**config.mk**
```make
export PLATFORM = sky130hd
export DESIGN_NAME = measurement_settle_median_sequencer_top
export DESIGN_NICKNAME = d
export VERILOG_FILES = /design/src/rtl/msms_pkg.sv /design/src/rtl/msms_sort_cell.sv /design/src/rtl/msms_sort_chain.sv /design/src/rtl/msms_div.sv /design/src/rtl/measurement_settle_median_sequencer_top.sv
export SDC_FILE = /design/constraint.sdc
export NUM_CORES = 2
export LEC_CHECK = 0
export BUFFER_PORTS_ARGS = -buffer_cell sky130_fd_sc_hd__buf_2
export CAP_MARGIN = 0
export CORE_AREA = 2 2 518 263
export DETAILED_ROUTE_END_ITERATION = 8
export DIE_AREA = 0 0 520 265
export PLACE_DENSITY = 0.69
export SLEW_MARGIN = 20
export SYNTH_ARGS = -nofsm -noshare
export SYNTH_HDL_FRONTEND = slang
export SYNTH_SLANG_ARGS = --single-unit
```
**constraint.sdc**
```tcl
create_clock -name clk_i -period 12.7 [get_ports clk_i]
set_input_delay 1.905 -clock clk_i [delete_from_list [all_inputs] [get_ports clk_i]]
set_output_delay 1.905 -clock clk_i [all_outputs]
set_load 0.005 [all_outputs]
```
**src/rtl/msms_pkg.sv**
```systemverilog
package msms_pkg;

  localparam int RATE_W      = 9;
  localparam int OX_W        = 7;
  localparam int RATE_T_W    = 13;
  localparam int OX_T_W      = 11;
  localparam int RCNT_W      = 5;
  localparam int PHASE_W     = 3;
  localparam int CMD_W       = 2;
  localparam int CFG_IDX_W   = 3;
  localparam int CFG_DATA_W  = 9;

  localparam logic [PHASE_W-1:0] PH_IDLE    = 3'd0;
  localparam logic [PHASE_W-1:0] PH_DETECT  = 3'd1;
  localparam logic [PHASE_W-1:0] PH_CALIB   = 3'd2;
  localparam logic [PHASE_W-1:0] PH_COLLECT = 3'd3;
  localparam logic [PHASE_W-1:0] PH_SEND    = 3'd4;
  localparam logic [PHASE_W-1:0] PH_DISPLAY = 3'd5;
  localparam logic [PHASE_W-1:0] PH_REPOS   = 3'd6;

  localparam logic [CMD_W-1:0] CMD_NONE  = 2'd0;
  localparam logic [CMD_W-1:0] CMD_INIT  = 2'd1;
  localparam logic [CMD_W-1:0] CMD_SHUT  = 2'd2;

  localparam logic [CFG_IDX_W-1:0] REG_AUTO_RESTART  = 3'd0;
  localparam logic [CFG_IDX_W-1:0] REG_DISPLAY_TICKS = 3'd1;
  localparam logic [CFG_IDX_W-1:0] REG_MAX_READINGS  = 3'd2;
  localparam logic [CFG_IDX_W-1:0] REG_DELTA_TARGET  = 3'd3;
  localparam logic [CFG_IDX_W-1:0] REG_RATE_LIMIT    = 3'd4;

  typedef struct packed {
    logic ins;
    logic valid;
  } cell_ctrl_t;

  typedef struct packed {
    logic [PHASE_W-1:0]  phase;
    logic                valid;
    logic [RATE_T_W-1:0] rate;
    logic [OX_T_W-1:0]   ox;
    logic [RCNT_W-1:0]   cnt;
    logic [CMD_W-1:0]    cmd;
  } result_t;

endpackage

```
**src/rtl/msms_sort_cell.sv**
```systemverilog
module msms_sort_cell #(
  parameter int W = 9
) (
  input  logic                  clk_i,
  input  msms_pkg::cell_ctrl_t  ctrl_i,
  input  logic [W-1:0]          new_i,
  input  logic [W-1:0]          prev_i,
  input  logic                  prev_gt_i,
  output logic [W-1:0]          value_o,
  output logic                  gt_o
);

  logic [W-1:0] value_q, value_d;

  assign gt_o    = ctrl_i.valid && (value_q > new_i);
  assign value_o = value_q;

  // Cells above the insertion point take their left neighbor's value.
  always_comb begin
    value_d = value_q;
    if (ctrl_i.ins) begin
      if (prev_gt_i) begin
        value_d = prev_i;
      end else if (gt_o || !ctrl_i.valid) begin
        value_d = new_i;
      end
    end
  end

  always_ff @(posedge clk_i) begin
    value_q <= value_d;
  end

endmodule

```
**src/rtl/msms_sort_chain.sv**
```systemverilog
module msms_sort_chain #(
  parameter int DEPTH = 32,
  parameter int W     = 9,
  parameter int CW    = $clog2(DEPTH + 1),
  parameter int IW    = $clog2(DEPTH)
) (
  input  logic          clk_i,
  input  logic          insert_i,
  input  logic [CW-1:0] count_i,
  input  logic [W-1:0]  data_i,
  input  logic [IW-1:0] rd_idx_i,
  output logic [W-1:0]  rd_data_o
);

  logic [W-1:0] vals [DEPTH];
  logic         gts  [DEPTH];
  logic [W-1:0] rd_q;

  for (genvar i = 0; i < DEPTH; i++) begin : g_cell
    msms_pkg::cell_ctrl_t ctrl;
    logic [W-1:0]         prev;
    logic                 prev_gt;
    assign ctrl.ins   = insert_i;
    assign ctrl.valid = count_i > CW'(i);
    if (i == 0) begin : g_head
      assign prev    = '0;
      assign prev_gt = 1'b0;
    end else begin : g_body
      assign prev    = vals[i-1];
      assign prev_gt = gts[i-1];
    end
    msms_sort_cell #(.W(W)) u_cell (
      .clk_i     (clk_i),
      .ctrl_i    (ctrl),
      .new_i     (data_i),
      .prev_i    (prev),
      .prev_gt_i (prev_gt),
      .value_o   (vals[i]),
      .gt_o      (gts[i])
    );
  end

  always_ff @(posedge clk_i) begin
    rd_q <= vals[rd_idx_i];
  end

  assign rd_data_o = rd_q;

endmodule

```
**src/rtl/msms_div.sv**
```systemverilog
module msms_div #(
  parameter int NW = 17,
  parameter int D  = 10
) (
  input  logic          clk_i,
  input  logic          rst_ni,
  input  logic          start_i,
  input  logic [NW-1:0] num_i,
  output logic          done_o,
  output logic [NW-1:0] quo_o
);

  localparam int SH = NW + $clog2(D);
  localparam int MW = SH + 1;
  localparam int PW = NW + MW;
  localparam longint unsigned RECIP = ((64'd1 << SH) + 64'(D) - 64'd1) / 64'(D);

  logic [PW-1:0] prod;
  logic [NW-1:0] quo_q;
  logic          done_q;

  // Multiplying by the rounded-up reciprocal gives the exact quotient for
  // every numerator of NW bits, since the scale has log2(D) spare bits.
  assign prod = PW'(num_i) * PW'(RECIP);

  always_ff @(posedge clk_i or negedge rst_ni) begin
    if (!rst_ni) begin
      done_q <= 1'b0;
    end else begin
      done_q <= start_i;
    end
  end

  always_ff @(posedge clk_i) begin
    if (start_i) begin
      quo_q <= prod[SH +: NW];
    end
  end

  assign done_o = done_q;
  assign quo_o  = quo_q;

endmodule

```
**src/rtl/measurement_settle_median_sequencer_top.sv**
```systemverilog
// Session sequencer for a pulse-oximeter reading, advanced once per tick word.
// Input channel: one tick word (operation, finger flag, reading flags, heart
// rate, SpO2) per accepted word, taken when in_valid_i is high and in_stall_o
// is low. Each tick word yields exactly one result word on the output channel.
// An ordinary tick passes through the work and put states into the output
// register, and the next word can be taken once the result is loaded there.
// A median send tick adds the MEDA, MEDB and MEDC states (two registered
// reads of the sorted cell rows), a stable send tick adds the DIV state (the
// reciprocal multiply of the mean); a send tick with no readings adds none.
// Words are processed one at a time; in_stall_o stays high until the result
// is loaded. Readings are kept in two rows of sorting cells that insert each
// new value in place, so the medians are read straight from the middle cells.
// The output register holds a result while out_stall_i is high; the next
// tick word is still taken and worked on, and waits until the register frees.
// Configuration writes are always ready and take effect at once; write them
// only while the block is idle. Reset puts the sequence in the idle phase and
// loads the register defaults; the reading store needs no clearing.
module measurement_settle_median_sequencer_top #(
  parameter int STORE_DEPTH = 32,
  parameter int WINDOW      = 5
) (
  input  logic                             clk_i,
  input  logic                             rst_ni,
  input  logic                             in_valid_i,
  output logic                             in_stall_o,
  input  logic                             operation_i,
  input  logic                             finger_present_i,
  input  logic                             rate_ok_i,
  input  logic                             oxygen_ok_i,
  input  logic [msms_pkg::RATE_W-1:0]      heart_rate_i,
  input  logic [msms_pkg::OX_W-1:0]        oxygen_level_i,
  output logic                             out_valid_o,
  input  logic                             out_stall_i,
  output logic [msms_pkg::PHASE_W-1:0]     phase_o,
  output logic                             report_valid_o,
  output logic [msms_pkg::RATE_T_W-1:0]    report_rate_tenths_o,
  output logic [msms_pkg::OX_T_W-1:0]      report_oxygen_tenths_o,
  output logic [msms_pkg::RCNT_W-1:0]      report_count_o,
  output logic [msms_pkg::CMD_W-1:0]       sensor_command_o,
  input  logic                             cfg_valid_i,
  output logic                             cfg_ready_o,
  input  logic [msms_pkg::CFG_IDX_W-1:0]   cfg_index_i,
  input  logic [msms_pkg::CFG_DATA_W-1:0]  cfg_data_i
);

  localparam int RW  = msms_pkg::RATE_W;
  localparam int OW  = msms_pkg::OX_W;
  localparam int CW  = $clog2(STORE_DEPTH + 1);
  localparam int IW  = $clog2(STORE_DEPTH);
  localparam int SW  = $clog2(WINDOW * ((1 << RW) - 1) + 1);
  localparam int NW  = SW + 5;

  localparam logic [2:0] CS_READY = 3'd0;
  localparam logic [2:0] CS_WORK  = 3'd1;
  localparam logic [2:0] CS_MEDA  = 3'd2;
  localparam logic [2:0] CS_MEDB  = 3'd3;
  localparam logic [2:0] CS_MEDC  = 3'd4;
  localparam logic [2:0] CS_DIV   = 3'd5;
  localparam logic [2:0] CS_PUT   = 3'd6;

  logic [2:0] ctrl_q, ctrl_d;

  // Configuration registers.
  logic       auto_restart_q;
  logic [7:0] display_ticks_q;
  logic [4:0] max_readings_q;
  logic [7:0] delta_target_q;
  logic [8:0] rate_limit_q;

  // Sequence state.
  logic [msms_pkg::PHASE_W-1:0] phase_q, phase_d;
  logic [CW-1:0]                cnt_q, cnt_d;
  logic                         stable_q, stable_d;
  logic [SW-1:0]                rsum_q, rsum_d;
  logic [OW-1:0]                stox_q, stox_d;
  logic [7:0]                   disp_q, disp_d;

  // Latched tick word.
  logic          op_q, finger_q, rok_q, ook_q;
  logic [RW-1:0] hr_q;
  logic [OW-1:0] ox_q;

  logic [RW-1:0] hist_q [WINDOW+1];
  logic [RW-1:0] tap    [WINDOW+1];

  msms_pkg::result_t res_q, res_d, out_q;
  logic              out_valid_q;
  logic [RW-1:0]     lo_rate_q;
  logic [OW-1:0]     lo_ox_q;

  logic          ins;
  logic          stored;
  logic [CW-1:0] cnt_new;
  logic [SW-1:0] dsum, rsum;
  logic [IW-1:0] rd_idx;
  logic [CW-1:0] lo_full, hi_full;
  logic [RW-1:0] rd_rate;
  logic [OW-1:0] rd_ox;
  logic          div_start, div_done;
  logic [NW-1:0] div_num, div_quo;
  logic [RW:0]   rate_pair;
  logic [OW:0]   ox_pair;
  logic          load;

  assign cfg_ready_o = 1'b1;
  assign in_stall_o  = (ctrl_q != CS_READY);

  always_ff @(posedge clk_i or negedge rst_ni) begin
    if (!rst_ni) begin
      auto_restart_q  <= 1'b0;
      display_ticks_q <= 8'd30;
      max_readings_q  <= 5'd30;
      delta_target_q  <= 8'd3;
      rate_limit_q    <= 9'd160;
    end else if (cfg_valid_i) begin
      unique case (cfg_index_i)
        msms_pkg::REG_AUTO_RESTART:  auto_restart_q  <= cfg_data_i[0];
        msms_pkg::REG_DISPLAY_TICKS: display_ticks_q <= cfg_data_i[7:0];
        msms_pkg::REG_MAX_READINGS:  max_readings_q  <= cfg_data_i[4:0];
        msms_pkg::REG_DELTA_TARGET:  delta_target_q  <= cfg_data_i[7:0];
        msms_pkg::REG_RATE_LIMIT:    rate_limit_q    <= cfg_data_i;
        default: ;
      endcase
    end
  end

  // Window view after this tick's reading is appended.
  assign stored  = cnt_q < CW'(STORE_DEPTH);
  assign cnt_new = stored ? cnt_q + 1'b1 : cnt_q;

  always_comb begin
    for (int k = 0; k <= WINDOW; k++) begin
      if (!stored) begin
        tap[k] = hist_q[k];
      end else if (k == 0) begin
        tap[k] = hr_q;
      end else begin
        tap[k] = hist_q[k-1];
      end
    end
  end

  always_comb begin
    dsum = '0;
    rsum = '0;
    for (int k = 0; k < WINDOW; k++) begin
      dsum = dsum + SW'((tap[k] > tap[k+1]) ? tap[k] - tap[k+1] : tap[k+1] - tap[k]);
      rsum = rsum + SW'(tap[k]);
    end
  end

  always_ff @(posedge clk_i) begin
    if (ins) begin
      hist_q[0] <= hr_q;
      for (int k = 1; k <= WINDOW; k++) begin
        hist_q[k] <= hist_q[k-1];
      end
    end
  end

  assign lo_full = (cnt_q - 1'b1) >> 1;
  assign hi_full = cnt_q >> 1;
  assign rd_idx  = (ctrl_q == CS_MEDA) ? lo_full[IW-1:0] : hi_full[IW-1:0];

  msms_sort_chain #(.DEPTH(STORE_DEPTH), .W(RW)) u_rate_row (
    .clk_i     (clk_i),
    .insert_i  (ins),
    .count_i   (cnt_q),
    .data_i    (hr_q),
    .rd_idx_i  (rd_idx),
    .rd_data_o (rd_rate)
  );

  msms_sort_chain #(.DEPTH(STORE_DEPTH), .W(OW)) u_ox_row (
    .clk_i     (clk_i),
    .insert_i  (ins),
    .count_i   (cnt_q),
    .data_i    (ox_q),
    .rd_idx_i  (rd_idx),
    .rd_data_o (rd_ox)
  );

  // Rounded mean in tenths: (rsum * 20 + WINDOW) / (2 * WINDOW).
  assign div_num = (NW'(rsum_q) << 4) + (NW'(rsum_q) << 2) + NW'(WINDOW);

  msms_div #(.NW(NW), .D(2 * WINDOW)) u_div (
    .clk_i   (clk_i),
    .rst_ni  (rst_ni),
    .start_i (div_start),
    .num_i   (div_num),
    .done_o  (div_done),
    .quo_o   (div_quo)
  );

  assign rate_pair = {1'b0, lo_rate_q} + {1'b0, rd_rate};
  assign ox_pair   = {1'b0, lo_ox_q} + {1'b0, rd_ox};

  always_comb begin
    ctrl_d    = ctrl_q;
    phase_d   = phase_q;
    cnt_d     = cnt_q;
    stable_d  = stable_q;
    rsum_d    = rsum_q;
    stox_d    = stox_q;
    disp_d    = disp_q;
    res_d     = res_q;
    ins       = 1'b0;
    div_start = 1'b0;
    unique case (ctrl_q)
      CS_READY: begin
        if (in_valid_i) begin
          ctrl_d = CS_WORK;
        end
      end
      CS_WORK: begin
        ctrl_d = CS_PUT;
        res_d  = '0;
        if (op_q) begin
          phase_d   = msms_pkg::PH_DETECT;
          stable_d  = 1'b0;
          res_d.cmd = msms_pkg::CMD_INIT;
        end else begin
          case (phase_q)
            msms_pkg::PH_DETECT: begin
              if (finger_q) begin
                phase_d = msms_pkg::PH_CALIB;
              end
            end
            msms_pkg::PH_CALIB: begin
              stable_d = 1'b0;
              if (!rok_q || !ook_q || (hr_q > rate_limit_q)) begin
                phase_d   = msms_pkg::PH_REPOS;
                res_d.cmd = msms_pkg::CMD_INIT;
              end else begin
                cnt_d   = '0;
                phase_d = msms_pkg::PH_COLLECT;
              end
            end
            msms_pkg::PH_REPOS: begin
              phase_d = msms_pkg::PH_DETECT;
            end
            msms_pkg::PH_COLLECT: begin
              if (!rok_q || !ook_q) begin
                phase_d   = msms_pkg::PH_REPOS;
                stable_d  = 1'b0;
                res_d.cmd = msms_pkg::CMD_INIT;
              end else begin
                ins   = stored;
                cnt_d = cnt_new;
                if ((cnt_new > CW'(WINDOW)) && (dsum <= SW'(delta_target_q))) begin
                  stable_d = 1'b1;
                  rsum_d   = rsum;
                  stox_d   = ox_q;
                  phase_d  = msms_pkg::PH_SEND;
                end
                if ((int'(cnt_new) > int'(max_readings_q)) ||
                    (cnt_new >= CW'(STORE_DEPTH))) begin
                  phase_d = msms_pkg::PH_SEND;
                end
              end
            end
            msms_pkg::PH_SEND: begin
              res_d.valid = 1'b1;
              res_d.cmd   = msms_pkg::CMD_SHUT;
              res_d.cnt   = (cnt_q == '0) ? '0 : msms_pkg::RCNT_W'(cnt_q - 1'b1);
              phase_d     = msms_pkg::PH_DISPLAY;
              disp_d      = display_ticks_q;
              if (stable_q) begin
                res_d.ox  = (msms_pkg::OX_T_W'(stox_q) << 3) +
                            (msms_pkg::OX_T_W'(stox_q) << 1);
                div_start = 1'b1;
                ctrl_d    = CS_DIV;
              end else if (cnt_q != '0) begin
                ctrl_d = CS_MEDA;
              end
            end
            msms_pkg::PH_DISPLAY: begin
              disp_d = disp_q - 1'b1;
              if (disp_d == 8'd0) begin
                if (auto_restart_q) begin
                  stable_d  = 1'b0;
                  res_d.cmd = msms_pkg::CMD_INIT;
                  phase_d   = msms_pkg::PH_DETECT;
                end else begin
                  phase_d = msms_pkg::PH_IDLE;
                end
              end
            end
            default: ;
          endcase
        end
        res_d.phase = phase_d;
      end
      CS_MEDA: ctrl_d = CS_MEDB;
      CS_MEDB: ctrl_d = CS_MEDC;
      CS_MEDC: begin
        // Odd counts read the same middle cell twice, so (lo + hi) * 5 holds.
        res_d.rate = (msms_pkg::RATE_T_W'(rate_pair) << 2) + msms_pkg::RATE_T_W'(rate_pair);
        res_d.ox   = (msms_pkg::OX_T_W'(ox_pair) << 2) + msms_pkg::OX_T_W'(ox_pair);
        ctrl_d     = CS_PUT;
      end
      CS_DIV: begin
        if (div_done) begin
          res_d.rate = div_quo[msms_pkg::RATE_T_W-1:0];
          ctrl_d     = CS_PUT;
        end
      end
      CS_PUT: begin
        if (load) begin
          ctrl_d = CS_READY;
        end
      end
      default: ctrl_d = CS_READY;
    endcase
  end

  assign load = (ctrl_q == CS_PUT) && (!out_valid_q || !out_stall_i);

  always_ff @(posedge clk_i or negedge rst_ni) begin
    if (!rst_ni) begin
      ctrl_q      <= CS_READY;
      phase_q     <= msms_pkg::PH_IDLE;
      cnt_q       <= '0;
      stable_q    <= 1'b0;
      rsum_q      <= '0;
      stox_q      <= '0;
      disp_q      <= '0;
      out_valid_q <= 1'b0;
    end else begin
      ctrl_q   <= ctrl_d;
      phase_q  <= phase_d;
      cnt_q    <= cnt_d;
      stable_q <= stable_d;
      rsum_q   <= rsum_d;
      stox_q   <= stox_d;
      disp_q   <= disp_d;
      if (load) begin
        out_valid_q <= 1'b1;
      end else if (!out_stall_i) begin
        out_valid_q <= 1'b0;
      end
    end
  end

  always_ff @(posedge clk_i) begin
    res_q <= res_d;
    if (ctrl_q == CS_READY && in_valid_i) begin
      op_q     <= operation_i;
      finger_q <= finger_present_i;
      rok_q    <= rate_ok_i;
      ook_q    <= oxygen_ok_i;
      hr_q     <= heart_rate_i;
      ox_q     <= oxygen_level_i;
    end
    if (ctrl_q == CS_MEDB) begin
      lo_rate_q <= rd_rate;
      lo_ox_q   <= rd_ox;
    end
    if (load) begin
      out_q <= res_q;
    end
  end

  assign out_valid_o            = out_valid_q;
  assign phase_o                = out_q.phase;
  assign report_valid_o         = out_q.valid;
  assign report_rate_tenths_o   = out_q.rate;
  assign report_oxygen_tenths_o = out_q.ox;
  assign report_count_o         = out_q.cnt;
  assign sensor_command_o       = out_q.cmd;

endmodule
```
==> flow_summary.toml <==
[final_layout]
area_delta_synth_final_pct = 8.50
multi_input_area_sq_um = 34900
most-common-layout-cells = "ha_1 (807), edfxtp_1 (685), mux2_2 (464)"
drive_above_1_share = 0.181
final_common_cell = "ha_1"
fillers = 11700
num-nets-final = 6043
regArea_sq_um = 22700
fin_cells = 6907

[floorplan]
die_area_sq_um = 138000
die_w_microns = 520
core_sq_um = 133000
rows = 95
die-height_microns = 265
initial_utilization = 0.448
ios = 75

[clock_tree]
ctsHoldBuffers = 0
cts_buffers = 77
insertion_delay_ns = 0.70
h-tree-depth = 3
clock_path_buffers = 3
cts_setup_buffers = 0
cts_resized = 0
root_buffer = "clkbuf_16"
cts_tree = "done"
clk_pin_slew_ns = 0.07
numClockSinks = 774

[synth]
syn_inst = 5015
synth_nets = 6010
yosysUniqueCellTypes = 86
ys.flop_type = "edfxtp_1"
avgSynthCellArea_sq_um = 11.9
async_reset_ff_frac = 0.0943
ys_warn_count = 0
synth_edf_count = 685
netlist_area_sq_um = 59700
synth_seq_cells = 774
ys_seq_area_frac = 0.381

[min_path]
hold_class = "reg2reg"
hp-start = "res_q[10]"
min_to = "report_oxygen_tenths_o[3]"
hold_depth = 0

[drt]
drc_errors = 10
routed_wl_mm = 188
ant_nets = 0
avgRoutedWirePerCell_microns = 27.1
drt_iter0_drc = 5569
viasPerCell = 6.25
vias = 43200
first_pass_iters = 9

[power]
irDropWorstVdd_mv = 0.171
p_per_area_nw_per_um2 = 167
cellLeakagePower_nw = 26.4

[critical_path]
regToRegSetupSlack_ns = 2.48
cp_num_buf_inv = 5
reg2reg_to = "stox_q[0]"
worstPathArrival_ns = 10.76
path_common_cell = "fa_1"
worst_path_dominant_cell_family = "adder cells"
cp.required_ns = 13.24
rr_worst_depth = 28
startpoint_type = "register"
path_class = "reg2reg"
crit_slowest_cell = "a21boi_0"
slowest_delay_ns = 0.82
crit-reg2reg-launch = "cnt_q[5]"
critPathCaptureType = "register"
critPathMaxFanout = 36

[placement]
gp_congestion = 0.951
place_inst = 6763
place_hpwl_mm = 140
portBuffers = 73
pre_cts_ws_ns = 2.61

[sta]
final.setup.tns_ns = 0
fmax_ghz = 0.0979
min_period_ns = 10.22
finClkSkew_ns = 0.0485
rsz0062_at_grt = "false"
holdWs_ns = 0.383
hold_violations = 0
tightest_slew_ns = 1.15
relSlewSlack = 0.232
setup_viol = 0
post-route-period-util = 0.805
fin_ws_ns = 2.48
slew_violations = 0

[grt]
grt_pass1_vias = 41500
grt_use_met2 = 0.323
antenna_found_initial = 12
grtUsageMet1 = 0.433
grt_pass1_wl_mm = 277
busiest_layer = "met1"
grt.overflow.total = 0
track_usage = 0.270
grt_max_degree = 70
use_met3 = 0.117

[run_status]
violations = "DRC"
status = "finished, violations left"

[flow_run]
maxCapViolCount = 0
==> registers in the layout, summed over array words and instances (netlist names), 11 cells and up <==
name / flops
hist_q: 54
report_oxygen_tenths_o: 11
report_rate_tenths_o: 13
res_q: 35
rsum_q: 12
u_div.quo_o: 13
u_ox_row.g_cell.u_cell.value_o: 224
u_rate_row.g_cell.u_cell.value_o: 288
==> through the flow <==
stage,cell area (sq um),power [mW],util
final,64700,10.8,0.486
after CTS,64700,10.7,0.485
after global routing,64700,11.4,0.486
after detailed placement,62100,8.26,0.466
after global placement,62100,8.18,0.466
after floorplan,59700,6.69,-
==> worst reg2reg max path: cells and delay by family (launching register included) <==
kind	cells	cell delay, ns
simple gates	3	1.30
flops	1	0.62
buf+inv	5	1.26
mux	2	0.73
xor+xnor	2	0.75
fa+ha+maj	6	2.86
compound gates	10	2.53
==> cell families after synthesis <==
group / count (synthesis) / synth area share
other: 1 / 0.0000629
muxes: 715 / 0.161
DFF: 774 / 0.381
AOI/OAI and AO/OA: 997 / 0.111
adders and majority gates: 958 / 0.220
and+or+nand+nor: 882 / 0.0718
buffers and inverters: 563 / 0.0366
xor gates and xnor gates: 125 / 0.0185
==> cell usage after synthesis, types with 9 or more instances <==
cell | number | area share
a211oi_1 | 16 | 0.0020
a21boi_0 | 30 | 0.0038
a21o_1 | 91 | 0.011
a21oi_1 | 186 | 0.016
a221oi_1 | 11 | 0.0016
a31oi_1 | 28 | 0.0029
and2_1 | 31 | 0.0033
and4_1 | 12 | 0.0018
buf_1 | 10 | 0.00063
buf_2 | 24 | 0.0020
clkbuf_1 | 148 | 0.0093
dfrtp_1 | 61 | 0.026
dfstp_2 | 12 | 0.0053
dfxtp_1 | 16 | 0.0054
edfxtp_1 | 685 | 0.34
fa_1 | 151 | 0.051
ha_1 | 807 | 0.17
inv_1 | 371 | 0.023
mux2_2 | 464 | 0.088
mux2i_1 | 103 | 0.017
mux4_2 | 148 | 0.056
nand2_1 | 326 | 0.021
nand2b_1 | 27 | 0.0028
nand3_1 | 88 | 0.0074
nand4_1 | 74 | 0.0078
nor2_1 | 148 | 0.0093
nor2b_1 | 100 | 0.010
nor3_1 | 32 | 0.0027
o211ai_1 | 34 | 0.0043
o21a_1 | 183 | 0.023
o21ai_0 | 210 | 0.018
o21ai_1 | 12 | 0.0010
o21bai_1 | 22 | 0.0028
o22a_1 | 14 | 0.0021
o22ai_1 | 19 | 0.0020
o31a_1 | 47 | 0.0069
o31ai_1 | 14 | 0.0018
o32a_1 | 15 | 0.0025
o32ai_1 | 9 | 0.0013
xnor2_1 | 75 | 0.011
xor2_1 | 49 | 0.0072
==> worst max-delay path by stage <==
stage                         from          to  slack, ns  depth (start not counted)
after floorplan           cnt_q[5]  phase_q[0]       3.92                         31
after global placement    cnt_q[5]   stox_q[0]       2.78                         28
after detailed placement  cnt_q[5]   stox_q[0]       2.61                         28
after CTS                 cnt_q[5]   stox_q[0]       2.53                         28
after global routing      cnt_q[5]   stox_q[0]       1.89                         30
final                     cnt_q[5]   stox_q[0]       2.48                         28
==> power by group <==
group	leakage, nW	switching, mW	total (mW)	internal (mW)
clock	1.24	1.10	2.45	1.35
combinational	17.9	3.04	5.11	2.07
sequential	7.23	0.146	3.26	3.11
==> metal layers <==
layer,up-vias,part of all wire
met5,-,0.0011
met3,204,0.15
met4,14,0.015
met2,2495,0.35
met1,21500,0.48
li1,19000,-
==> area by class of cell <==
type / count / area share
inverter: 372 / 0.0216
antenna: 4 / 0.000155
multi-input combinational: 3678 / 0.539
tap: 1794 / 0.0347
timing repair buffer: 145 / 0.0140
clock inverter: 43 / 0.00690
sequential: 774 / 0.351
clock buffer: 97 / 0.0325
No activity file was read; power rests on OpenSTA's default activity.
